`src/sv/dtlv_pkg.sv`:
```
// Shared types and constants of the drone ID element parser.
// Used by dtlv_core, dtlv_queue and drone_id_tlv_element_parser; no dependencies.
package dtlv_pkg;

    // Default count of identifier characters emitted per record
    localparam int ID_CHARS_DEFAULT = 20;
    // Offset of the first record inside the element
    localparam logic [7:0] FIRST_RECORD = 8'd6;
    // Entries in the result queue (power of two, at least 4)
    localparam int QUEUE_DEPTH = 4;

    // Record type codes
    localparam logic [7:0] TYPE_OPID    = 8'd2;
    localparam logic [7:0] TYPE_UAVID   = 8'd3;
    localparam logic [7:0] TYPE_LAT     = 8'd4;
    localparam logic [7:0] TYPE_LON     = 8'd5;
    localparam logic [7:0] TYPE_ALT     = 8'd6;
    localparam logic [7:0] TYPE_HEIGHT  = 8'd7;
    localparam logic [7:0] TYPE_OPLAT   = 8'd8;
    localparam logic [7:0] TYPE_OPLON   = 8'd9;
    localparam logic [7:0] TYPE_SPEED   = 8'd10;
    localparam logic [7:0] TYPE_HEADING = 8'd11;

    // Result kind codes
    localparam logic [3:0] KIND_OPID    = 4'd0;
    localparam logic [3:0] KIND_UAVID   = 4'd1;
    localparam logic [3:0] KIND_LAT     = 4'd2;
    localparam logic [3:0] KIND_LON     = 4'd3;
    localparam logic [3:0] KIND_ALT     = 4'd4;
    localparam logic [3:0] KIND_HEIGHT  = 4'd5;
    localparam logic [3:0] KIND_OPLAT   = 4'd6;
    localparam logic [3:0] KIND_OPLON   = 4'd7;
    localparam logic [3:0] KIND_SPEED   = 4'd8;
    localparam logic [3:0] KIND_HEADING = 4'd9;
    localparam logic [3:0] KIND_END     = 4'd10;

    // Parser phase codes
    localparam logic [1:0] PHASE_GAP   = 2'd0;
    localparam logic [1:0] PHASE_TYPE  = 2'd1;
    localparam logic [1:0] PHASE_VALUE = 2'd2;

    typedef struct packed {
        logic [7:0] data_byte;
        logic       final_byte;
    } in_t;

    typedef struct packed {
        logic [3:0]         kind;
        logic [4:0]         char_index;
        logic signed [31:0] value;
        logic               run_end;
    } out_t;

    // Results produced by one input beat: zero, one or two
    typedef struct packed {
        logic [1:0] count;
        out_t       first;
        out_t       second;
    } emit_t;

endpackage

```
`src/sv/dtlv_core.sv`:
```
// Record parser state and per-byte result decode for the drone ID element parser.
// Depends on dtlv_pkg.
module dtlv_core #(
    parameter int ID_CHARS = dtlv_pkg::ID_CHARS_DEFAULT
) (
    input  logic             clk,
    input  logic             rst_n,
    input  logic             accept,
    input  dtlv_pkg::in_t    beat,
    output dtlv_pkg::emit_t  emit
);

    localparam logic [7:0] IdLimit = 8'(ID_CHARS);

    logic [7:0]  byte_offset_reg,       byte_offset_next;
    logic [7:0]  element_length_reg,    element_length_next;
    logic [8:0]  next_record_start_reg, next_record_start_next;
    logic [7:0]  record_type_reg,       record_type_next;
    logic [7:0]  record_length_reg,     record_length_next;
    logic [7:0]  value_position_reg,    value_position_next;
    logic [31:0] field_shift_reg,       field_shift_next;
    logic [1:0]  phase_reg,             phase_next;

    logic [7:0]  len_eff;
    logic [7:0]  vp_inc;
    logic [7:0]  vp_char;
    logic [31:0] shifted;
    logic [2:0]  field_size;
    logic [3:0]  field_kind;
    logic        numeric;
    logic        val_hit;
    logic [3:0]  val_kind;
    logic [4:0]  val_index;
    logic [31:0] val_value;
    dtlv_pkg::out_t val_res;
    dtlv_pkg::out_t end_res;

    always_comb
    begin
        len_eff    = (byte_offset_reg == 8'd1) ? beat.data_byte : element_length_reg;
        vp_inc     = value_position_reg + 8'd1;
        vp_char    = value_position_reg - 8'd6;
        shifted    = {field_shift_reg[23:0], beat.data_byte};
        field_size = 3'd0;
        field_kind = dtlv_pkg::KIND_LAT;
        numeric    = 1'b1;
        case (record_type_reg)
            dtlv_pkg::TYPE_LAT:     begin field_size = 3'd4; field_kind = dtlv_pkg::KIND_LAT;     end
            dtlv_pkg::TYPE_LON:     begin field_size = 3'd4; field_kind = dtlv_pkg::KIND_LON;     end
            dtlv_pkg::TYPE_ALT:     begin field_size = 3'd2; field_kind = dtlv_pkg::KIND_ALT;     end
            dtlv_pkg::TYPE_HEIGHT:  begin field_size = 3'd2; field_kind = dtlv_pkg::KIND_HEIGHT;  end
            dtlv_pkg::TYPE_OPLAT:   begin field_size = 3'd4; field_kind = dtlv_pkg::KIND_OPLAT;   end
            dtlv_pkg::TYPE_OPLON:   begin field_size = 3'd4; field_kind = dtlv_pkg::KIND_OPLON;   end
            dtlv_pkg::TYPE_SPEED:   begin field_size = 3'd1; field_kind = dtlv_pkg::KIND_SPEED;   end
            dtlv_pkg::TYPE_HEADING: begin field_size = 3'd2; field_kind = dtlv_pkg::KIND_HEADING; end
            default:                numeric = 1'b0;
        endcase

        // Value byte decode
        val_hit   = 1'b0;
        val_kind  = dtlv_pkg::KIND_OPID;
        val_index = 5'd0;
        val_value = {24'd0, beat.data_byte};
        if (phase_reg == dtlv_pkg::PHASE_VALUE)
        begin
            if (record_type_reg == dtlv_pkg::TYPE_OPID)
            begin
                val_hit   = (value_position_reg >= 8'd6) && (vp_char < IdLimit);
                val_kind  = dtlv_pkg::KIND_OPID;
                val_index = vp_char[4:0];
            end
            else if (record_type_reg == dtlv_pkg::TYPE_UAVID)
            begin
                val_hit   = value_position_reg < IdLimit;
                val_kind  = dtlv_pkg::KIND_UAVID;
                val_index = value_position_reg[4:0];
            end
            else if (numeric)
            begin
                val_hit  = value_position_reg == {5'd0, field_size - 3'd1};
                val_kind = field_kind;
                case (field_kind)
                    dtlv_pkg::KIND_ALT, dtlv_pkg::KIND_HEIGHT:
                        val_value = {{16{shifted[15]}}, shifted[15:0]};
                    dtlv_pkg::KIND_SPEED:   val_value = {24'd0, shifted[7:0]};
                    dtlv_pkg::KIND_HEADING: val_value = {16'd0, shifted[15:0]};
                    default:                val_value = shifted;
                endcase
            end
        end

        // State update
        byte_offset_next       = (byte_offset_reg == 8'hFF) ? byte_offset_reg
                                                            : byte_offset_reg + 8'd1;
        element_length_next    = len_eff;
        next_record_start_next = next_record_start_reg;
        record_type_next       = record_type_reg;
        record_length_next     = record_length_reg;
        value_position_next    = value_position_reg;
        field_shift_next       = field_shift_reg;
        phase_next             = phase_reg;
        case (phase_reg)
            dtlv_pkg::PHASE_GAP:
            begin
                if (byte_offset_reg >= dtlv_pkg::FIRST_RECORD &&
                    {1'b0, byte_offset_reg} == next_record_start_reg &&
                    byte_offset_reg < len_eff)
                begin
                    record_type_next = beat.data_byte;
                    phase_next       = dtlv_pkg::PHASE_TYPE;
                end
            end
            dtlv_pkg::PHASE_TYPE:
            begin
                record_length_next     = beat.data_byte;
                next_record_start_next = next_record_start_reg + {1'b0, beat.data_byte} + 9'd2;
                value_position_next    = 8'd0;
                field_shift_next       = 32'd0;
                phase_next             = (beat.data_byte != 8'd0) ? dtlv_pkg::PHASE_VALUE
                                                                  : dtlv_pkg::PHASE_GAP;
            end
            default:
            begin
                if (numeric && value_position_reg < {5'd0, field_size})
                    field_shift_next = shifted;
                value_position_next = vp_inc;
                if (vp_inc >= record_length_reg)
                    phase_next = dtlv_pkg::PHASE_GAP;
            end
        endcase

        // Drop everything back to reset at the end of the element
        if (beat.final_byte)
        begin
            byte_offset_next       = 8'd0;
            element_length_next    = 8'd0;
            next_record_start_next = {1'b0, dtlv_pkg::FIRST_RECORD};
            record_type_next       = 8'd0;
            record_length_next     = 8'd0;
            value_position_next    = 8'd0;
            field_shift_next       = 32'd0;
            phase_next             = dtlv_pkg::PHASE_GAP;
        end

        val_res.kind       = val_kind;
        val_res.char_index = val_hit ? val_index : 5'd0;
        val_res.value      = val_value;
        val_res.run_end    = ~beat.final_byte;
        end_res.kind       = dtlv_pkg::KIND_END;
        end_res.char_index = 5'd0;
        end_res.value      = 32'sd0;
        end_res.run_end    = 1'b1;

        emit.count  = 2'({1'b0, val_hit} + {1'b0, beat.final_byte});
        emit.first  = val_hit ? val_res : end_res;
        emit.second = end_res;
    end

    always_ff @(posedge clk or negedge rst_n)
    begin
        if (!rst_n)
        begin
            byte_offset_reg       <= 8'd0;
            element_length_reg    <= 8'd0;
            next_record_start_reg <= {1'b0, dtlv_pkg::FIRST_RECORD};
            record_type_reg       <= 8'd0;
            record_length_reg     <= 8'd0;
            value_position_reg    <= 8'd0;
            field_shift_reg       <= 32'd0;
            phase_reg             <= dtlv_pkg::PHASE_GAP;
        end
        else if (accept)
        begin
            byte_offset_reg       <= byte_offset_next;
            element_length_reg    <= element_length_next;
            next_record_start_reg <= next_record_start_next;
            record_type_reg       <= record_type_next;
            record_length_reg     <= record_length_next;
            value_position_reg    <= value_position_next;
            field_shift_reg       <= field_shift_next;
            phase_reg             <= phase_next;
        end
    end

    // A final byte leaves the parser in its reset state
    a_final_clears: assert property (@(posedge clk) disable iff (!rst_n)
        accept && beat.final_byte |=> byte_offset_reg == 8'd0 &&
                                      phase_reg == dtlv_pkg::PHASE_GAP)
        else $error("parser state not cleared after final byte");

    // Two results only come from a final byte
    a_two_only_final: assert property (@(posedge clk) disable iff (!rst_n)
        emit.count == 2'd2 |-> beat.final_byte)
        else $error("two results without final byte");

    // Value bytes are only seen with a nonzero record length
    a_value_len: assert property (@(posedge clk) disable iff (!rst_n)
        phase_reg == dtlv_pkg::PHASE_VALUE |-> record_length_reg != 8'd0)
        else $error("value phase with empty record");

endmodule

```
`src/sv/dtlv_queue.sv`:
```
// Small result queue: takes up to two results a beat, hands out one a beat.
// Depends on dtlv_pkg.
module dtlv_queue (
    input  logic             clk,
    input  logic             rst_n,
    input  logic             push_en,
    input  dtlv_pkg::emit_t  push,
    output logic             space_low,
    output logic             res_valid,
    input  logic             res_stall,
    output dtlv_pkg::out_t   res_beat
);

    localparam int Depth = dtlv_pkg::QUEUE_DEPTH;
    localparam int PtrW  = $clog2(Depth);
    localparam int CntW  = $clog2(Depth + 1);

    dtlv_pkg::out_t mem [Depth];

    logic [PtrW-1:0] wr_reg, wr_next;
    logic [PtrW-1:0] rd_reg, rd_next;
    logic [CntW-1:0] count_reg, count_next;
    logic [1:0]      push_n;
    logic            pop;

    always_comb
    begin
        push_n     = push_en ? push.count : 2'd0;
        pop        = res_valid && !res_stall;
        wr_next    = wr_reg + PtrW'(push_n);
        rd_next    = rd_reg + PtrW'(pop);
        count_next = count_reg + CntW'(push_n) - CntW'(pop);
    end

    assign res_valid = count_reg != '0;
    assign res_beat  = mem[rd_reg];
    // Hold input off unless two free entries remain
    assign space_low = count_reg > CntW'(Depth - 2);

    always_ff @(posedge clk)
    begin
        if (push_n != 2'd0)
            mem[wr_reg] <= push.first;
        if (push_n == 2'd2)
            mem[wr_reg + PtrW'(1)] <= push.second;
    end

    always_ff @(posedge clk or negedge rst_n)
    begin
        if (!rst_n)
        begin
            wr_reg    <= '0;
            rd_reg    <= '0;
            count_reg <= '0;
        end
        else
        begin
            wr_reg    <= wr_next;
            rd_reg    <= rd_next;
            count_reg <= count_next;
        end
    end

    a_no_overflow: assert property (@(posedge clk) disable iff (!rst_n)
        count_reg <= CntW'(Depth))
        else $error("result queue overflow");

    a_push_fits: assert property (@(posedge clk) disable iff (!rst_n)
        push_en |-> !space_low)
        else $error("push while queue short of space");

    a_ptr_track: assert property (@(posedge clk) disable iff (!rst_n)
        count_reg == '0 |-> wr_reg == rd_reg)
        else $error("empty queue with pointers apart");

endmodule

```
`src/sv/drone_id_tlv_element_parser.sv`:
```
// Top level of the drone ID element parser: byte channel in, result channel out.
// Depends on dtlv_pkg, dtlv_core and dtlv_queue.
//
//   channel   direction   beat type          handshake
//   byte      in          dtlv_pkg::in_t     byte_valid / byte_stall
//   res       out         dtlv_pkg::out_t    res_valid  / res_stall
//
// One byte is taken per cycle when byte_stall is low; its results enter a 4-entry
// queue the same edge and the first can leave on the next cycle. Sustained rate
// is one byte per cycle while the queue drains; the final byte adds one extra
// result beat. byte_stall rises when fewer than two queue entries are free.
// Reset (rst_n, asynchronous) empties the queue and returns the parser to offset 0.
module drone_id_tlv_element_parser #(
    parameter int ID_CHARS = dtlv_pkg::ID_CHARS_DEFAULT
) (
    input  logic            clk,
    input  logic            rst_n,
    input  logic            byte_valid,
    output logic            byte_stall,
    input  dtlv_pkg::in_t   byte_beat,
    output logic            res_valid,
    input  logic            res_stall,
    output dtlv_pkg::out_t  res_beat
);

    logic            accept;
    dtlv_pkg::emit_t emit;

    assign accept = byte_valid && !byte_stall;

    dtlv_core #(
        .ID_CHARS (ID_CHARS)
    ) u_core (
        .clk    (clk),
        .rst_n  (rst_n),
        .accept (accept),
        .beat   (byte_beat),
        .emit   (emit)
    );

    dtlv_queue u_queue (
        .clk       (clk),
        .rst_n     (rst_n),
        .push_en   (accept),
        .push      (emit),
        .space_low (byte_stall),
        .res_valid (res_valid),
        .res_stall (res_stall),
        .res_beat  (res_beat)
    );

endmodule

```
`config.mk`:
```
export PLATFORM = sky130hd
export DESIGN_NAME = drone_id_tlv_element_parser
export DESIGN_NICKNAME = d
export VERILOG_FILES = /design/src/sv/dtlv_pkg.sv /design/src/sv/dtlv_core.sv /design/src/sv/dtlv_queue.sv /design/src/sv/drone_id_tlv_element_parser.sv
export SDC_FILE = /design/constraint.sdc
export NUM_CORES = 1
export LEC_CHECK = 0
export ABC_CLOCK_PERIOD_IN_PS = 7600
export BUFFER_PORTS_ARGS = -buffer_cell sky130_fd_sc_hd__buf_2
export CAP_MARGIN = 20
export CORE_MARGIN = 3
export CORE_UTILIZATION = 40
export DETAILED_ROUTE_END_ITERATION = 10
export MAX_ROUTING_LAYER = met4
export SYNTH_ARGS = -nofsm -noshare
export SYNTH_HDL_FRONTEND = slang
export SYNTH_SLANG_ARGS = --single-unit
```
`constraint.sdc`:
```
create_clock -name clk -period 7.6 [get_ports clk]
set_input_delay 1.52 -clock clk [delete_from_list [all_inputs] [get_ports clk]]
set_output_delay 1.52 -clock clk [all_outputs]
set_load 0.02 [all_outputs]
```
* Yosys cells after proc, flatten, opt, wreduce, memory -nomap -nowiden
Memories as Yosys holds them, arrays and structs flattened. Index checks and enable logic that the tools add are counted.
Word-level totals: register bits 82, RAM bits 168, memories 1, output and inout port bits 44, input port bits 13
Cells by class: bitwise operators 1, muxes and demuxes 46, eq/ne operators 24, reductions and logical operators 27, order comparisons 8, add/subtract/negate cells 12
Memory list:
- u_queue.mem | words 4, width 42, rd ports 1, clocked after Yosys merged registers in 0, write ports 2, line dtlv_queue.sv:18 | dtlv_pkg::out_t mem [Depth];
Operators with widths (number):
- $mux 32 | 4
- $pmux 32 s3 | 1
- $mux 8 | 10
- $mux 24 | 2
- $pmux 24 s2 | 1
- $mux 42 | 1
- $eq 8x3->1 const B | 4
- $eq 8x4->1 const B | 4
- $pmux 4 s7 | 1
- $mux 9 | 2
- $add 8x1->8 const B | 2
- $eq 8x2->1 const B | 2
- $ge 8x3->1 const B | 2
- $lt 8x5->1 const B | 2
- $mux 4 | 4
- $pmux 8 s2 | 1
- $mux 5 | 3
- $mux 2 | 5
- $add 9x2->9 const B | 1
- $add 9x8->9 | 1
- $eq 8x9->1 | 1
- $mux 1 | 9
- $pmux 3 s3 | 1
- $reduce_and 3->1 | 3
- 35 further kinds | 51

* Depth between registers and ports, before layout
word-level depth 14, gate-level depth with buffers 21, gate-level depth less buffers 15

* By module
From an unflattened synthesis, not the netlist that was laid out.
Second synthesis, totals: cell total of the unflattened synthesis 1039, area total of the unflattened synthesis 13763.2 um^2
Modules (own cells, without submodules):
- dtlv_queue | area each 8533.2 um^2, times used 1, cells each 450
- dtlv_core | area each 5216.3 um^2, times used 1, cells each 588
- drone_id_tlv_element_parser | area each 13.8 um^2, times used 1, cells each 1

* Worst setup path before layout
OpenSTA, ideal clock, no wires.
path kind register to register, start point register u_core.record_type_reg[5], end point memory u_queue.mem[2][26] (netlist name), cell stages (with the launch flop) 21, setup slack 3.205 ns, path buffers 7, arrival 4.325 ns, data required time 7.530 ns, clock period less this slack 4.395 ns, path through dfrtp_1 > nor4_4 > nand3_1 > or2_2 > clkbuf_1 > clkbuf_1 > inv_1 > ha_1 > nand4b_1 > or2_2 > clkbuf_1 > buf_6 > nand2_1 > ha_1 > clkbuf_1 > o21ai_0 > or3_1 > clkbuf_1 > clkbuf_1 > nand2_1 > a21oi_1
RTL lines:
- start, declared | line dtlv_core.sv:18 | logic [7:0] record_type_reg, record_type_next;
- start signal, assigned | line dtlv_core.sv:177 | record_type_reg <= record_type_next;
- end, declared | line dtlv_queue.sv:18

==> flow_metrics.env <==
export IMPL_status="complete, no violations"
export IMPL_htreeDepth=1
export IMPL_critical_path_arrival_ps=5880
export IMPL_overflow=0
export IMPL_cp_start_kind="flop"
export IMPL_cts_made_buffers=28
export IMPL_p_total_mw=3.712
export IMPL_drt_antenna_violating_nets=0
export IMPL_r2r_cells=14
export IMPL_synth_area_sq_um=11710
export IMPL_peakVddDrop_v=0.0001896
export IMPL_rsz0062_at_grt="no"
export IMPL_slew_headroom=0.3173
export IMPL_p_leak_nw=5.490
export IMPL_grt_pass1_wl_mm=50.40
export IMPL_crit_end="u_queue.mem[1][33]$_SDFFE_PP0P_"
export IMPL_initial_core_util=0.4070
export IMPL_synth_seq_cells=250
export IMPL_grt_pass1_vias=9004
export IMPL_drt_pass1_iterations=5
export IMPL_numClockSinks=250
export IMPL_die_x_um=177.1
export IMPL_syn_mean_instance_area_sq_um=9.835
export IMPL_synth_top_flop_cell="dfxtp_1"
export IMPL_final_common_cell="nand2_1"
export IMPL_final_nets=1272
export IMPL_worst_slew_pin_slew_ps=1022
export IMPL_required_ps=8100
export IMPL_cp_startpoint="u_core.record_type_reg[5]$_DFFE_PN0P_"
export IMPL_syn_nets=1251
export IMPL_async_flop_share=0.3280
export IMPL_core_sq_um=28780
export IMPL_grt_use_met3=0.02595
export IMPL_largest_reg_flops=168
export IMPL_root_buffer="clkbuf_16"
export IMPL_diodes=0
export IMPL_powerDensity_nw_per_um2=277.6
export IMPL_cts_tree="done"
export IMPL_final_hold_viol_count=0
export IMPL_finalSetupViolCount=0
export IMPL_fin_util=0.4646
export IMPL_tns_ps=0
export IMPL_remaining_drc_errors=0
export IMPL_cts_buffer_depth=3
export IMPL_clk_latency_ps=570
export IMPL_fin_crit_ps=5377
export IMPL_antenna_found_initial=0
export IMPL_rrSetupSlack_ps=2220
export IMPL_drive_above_1_share=0.1621
export IMPL_wire_per_inst_um=19.09
export IMPL_rows=62
export IMPL_hold_slack_ps=451.0
export IMPL_ys_types=70
export IMPL_post_cts_buffers=0
export IMPL_clk_pin_slew_worst_paths_ps=60
export IMPL_layout_common_cells="224 x nand2_1, 168 x dfxtp_1, 104 x a21oi_1"
export IMPL_num_vias=9134
export IMPL_grtUsageTotal=0.2055
export IMPL_grt_use_met1=0.2924
export IMPL_drt_iter0_markers=595
export IMPL_gp_congestion=0.8695
export IMPL_grt_busiest_layer="met2"
export IMPL_end_kind="flop"
export IMPL_synth_warnings=0
export IMPL_fmax_ghz=0.1860
export IMPL_io_pins=57
export IMPL_port_buffers=56
export IMPL_period_share=0.7075
export IMPL_cp_max_fo=33
export IMPL_min_delay_path_class="reg2reg"
export IMPL_r2r_start="u_core.record_type_reg[5]$_DFFE_PN0P_"
export IMPL_finClkSkew_ps=24.17
export IMPL_grtUsageMet2=0.3107
export IMPL_synth_edf_count=0
export IMPL_via_per_inst=5.645
export IMPL_cts_resized=0
export IMPL_dpl_hpwl_mm=20.59
export IMPL_n_fill_cell=2699
export IMPL_worstSetupPathType="reg2reg"
export IMPL_grt_max_degree=54
export IMPL_area_growth_pct=14.15
export IMPL_drv_cap=0
export IMPL_r2r_end="u_queue.mem[1][33]$_SDFFE_PP0P_"
export IMPL_syn_inst=1191
export IMPL_drt_wl_total_mm=30.89
export IMPL_postCtsHoldBufs=0
export IMPL_die_area_sq_um=31370
export IMPL_die_h_um=177.1
export IMPL_seq_area_frac_synth=0.4625
export IMPL_maxSlewViolCount=0
-- critical path: stages (launching register included) --
cell and delay, ps:
dfrtp_1 410, nor4_4 520, nand3_1 270, or2_2 590, inv_1 140, ha_1 230
nand4b_1 210, or2_2 480, nand2_1 160, ha_1 380, nor2_1 120, nor2_1 140
nand3_1 690, o22ai_2 720, a32o_1 250
-- Yosys cell counts, types with 3 or more instances --
master / count / area, sq um
nor3_1: 18 / 90.09
xnor2_1: 11 / 96.34
or2_2: 3 / 18.77
a21o_1: 10 / 75.07
buf_2: 4 / 20.02
o21a_1: 18 / 135.1
o211ai_1: 4 / 30.03
mux2i_1: 8 / 80.08
dfxtp_1: 168 / 3363
dfrtp_1: 80 / 2002
buf_1: 9 / 33.78
a21oi_1: 104 / 520.5
mux4_2: 42 / 945.9
o31ai_1: 4 / 30.03
clkbuf_1: 71 / 266.5
ha_1: 45 / 563.0
nor2_4: 4 / 45.04
nor2_1: 39 / 146.4
a32o_1: 41 / 410.4
and3_1: 6 / 37.54
nand2_1: 224 / 840.8
inv_1: 39 / 146.4
nor4_1: 7 / 43.79
o22ai_1: 4 / 25.02
o21ai_0: 62 / 310.3
nor2b_1: 10 / 62.56
nand2b_1: 5 / 31.28
a22o_1: 59 / 516.8
nand3b_1: 3 / 22.52
nand3_1: 14 / 70.07
xor2_1: 18 / 157.7
nand4_1: 5 / 31.28
or3_1: 6 / 37.54
-- where the power goes --
part           switching (mW)  total [mW]  internal [mW]
registers               0.117        1.53           1.41
clock network           0.561        1.46          0.898
logic                   0.446       0.725          0.280
total                    1.12        3.71           2.59
-- layer usage --
| layer | wire [um] | share of wire |
|---|---|---|
| met5 | 0 | 0 |
| met2 | 13870 | 0.45 |
| met3 | 1314 | 0.043 |
| met4 | 723 | 0.023 |
| met1 | 14990 | 0.49 |
-- worst min-delay path by stage --
stage                                    startpoint                         endpoint  slack, ps  cells past startpoint
floorplan            u_queue.mem[1][1]$_SDFFE_PP0P_   u_queue.mem[1][1]$_SDFFE_PP0P_        420                      2
global route        u_queue.mem[2][27]$_SDFFE_PP0P_  u_queue.mem[2][27]$_SDFFE_PP0P_        470                      2
global placement     u_queue.mem[2][1]$_SDFFE_PP0P_   u_queue.mem[2][1]$_SDFFE_PP0P_        430                      2
finish              u_queue.mem[2][34]$_SDFFE_PP0P_  u_queue.mem[2][34]$_SDFFE_PP0P_        450                      2
detailed placement  u_queue.mem[1][35]$_SDFFE_PP0P_  u_queue.mem[1][35]$_SDFFE_PP0P_        440                      2
CTS                  u_queue.mem[3][1]$_SDFFE_PP0P_   u_queue.mem[3][1]$_SDFFE_PP0P_        450                      2
-- through the flow --
step	setup slack, ps	cell area (sq um)	std cells
3_3_place_gp	2459	12300	1562
6_report	2223	13370	1618
5_1_grt	1852	13370	1618
4_1_cts	2203	13370	1618
3_5_place_dp	2220	12330	1566
2_1_floorplan	3205	11710	1191
-- area by class of cell --
cell class,instances,area (sq um),share of cell area
clock inverter,10,130.1,0.009731
clock buffer,42,908.4,0.06793
inverter,39,146.4,0.01095
multi-input combinational,815,5831,0.4360
timing repair buffer,78,455.4,0.03406
sequential,250,5420,0.4054
tap,384,480.5,0.03593
-- logic make-up (layout without fill, tap and decap cells) --
| logic type | count (synthesis) | after routing | synth area share |
|---|---|---|---|
| AO/OA/AOI/OAI | 332 | 332 | 0.1968 |
| XOR/XNOR | 29 | 29 | 0.02168 |
| adder cells (fa/ha/maj) | 47 | 47 | 0.05148 |
| buffers and inverters | 126 | 169 | 0.04187 |
| flip-flops | 250 | 250 | 0.4625 |
| multiplexers | 52 | 52 | 0.08951 |
| AND/OR/NAND/NOR | 355 | 355 | 0.1362 |
Note: power is estimated with default switching activity, not from simulation.
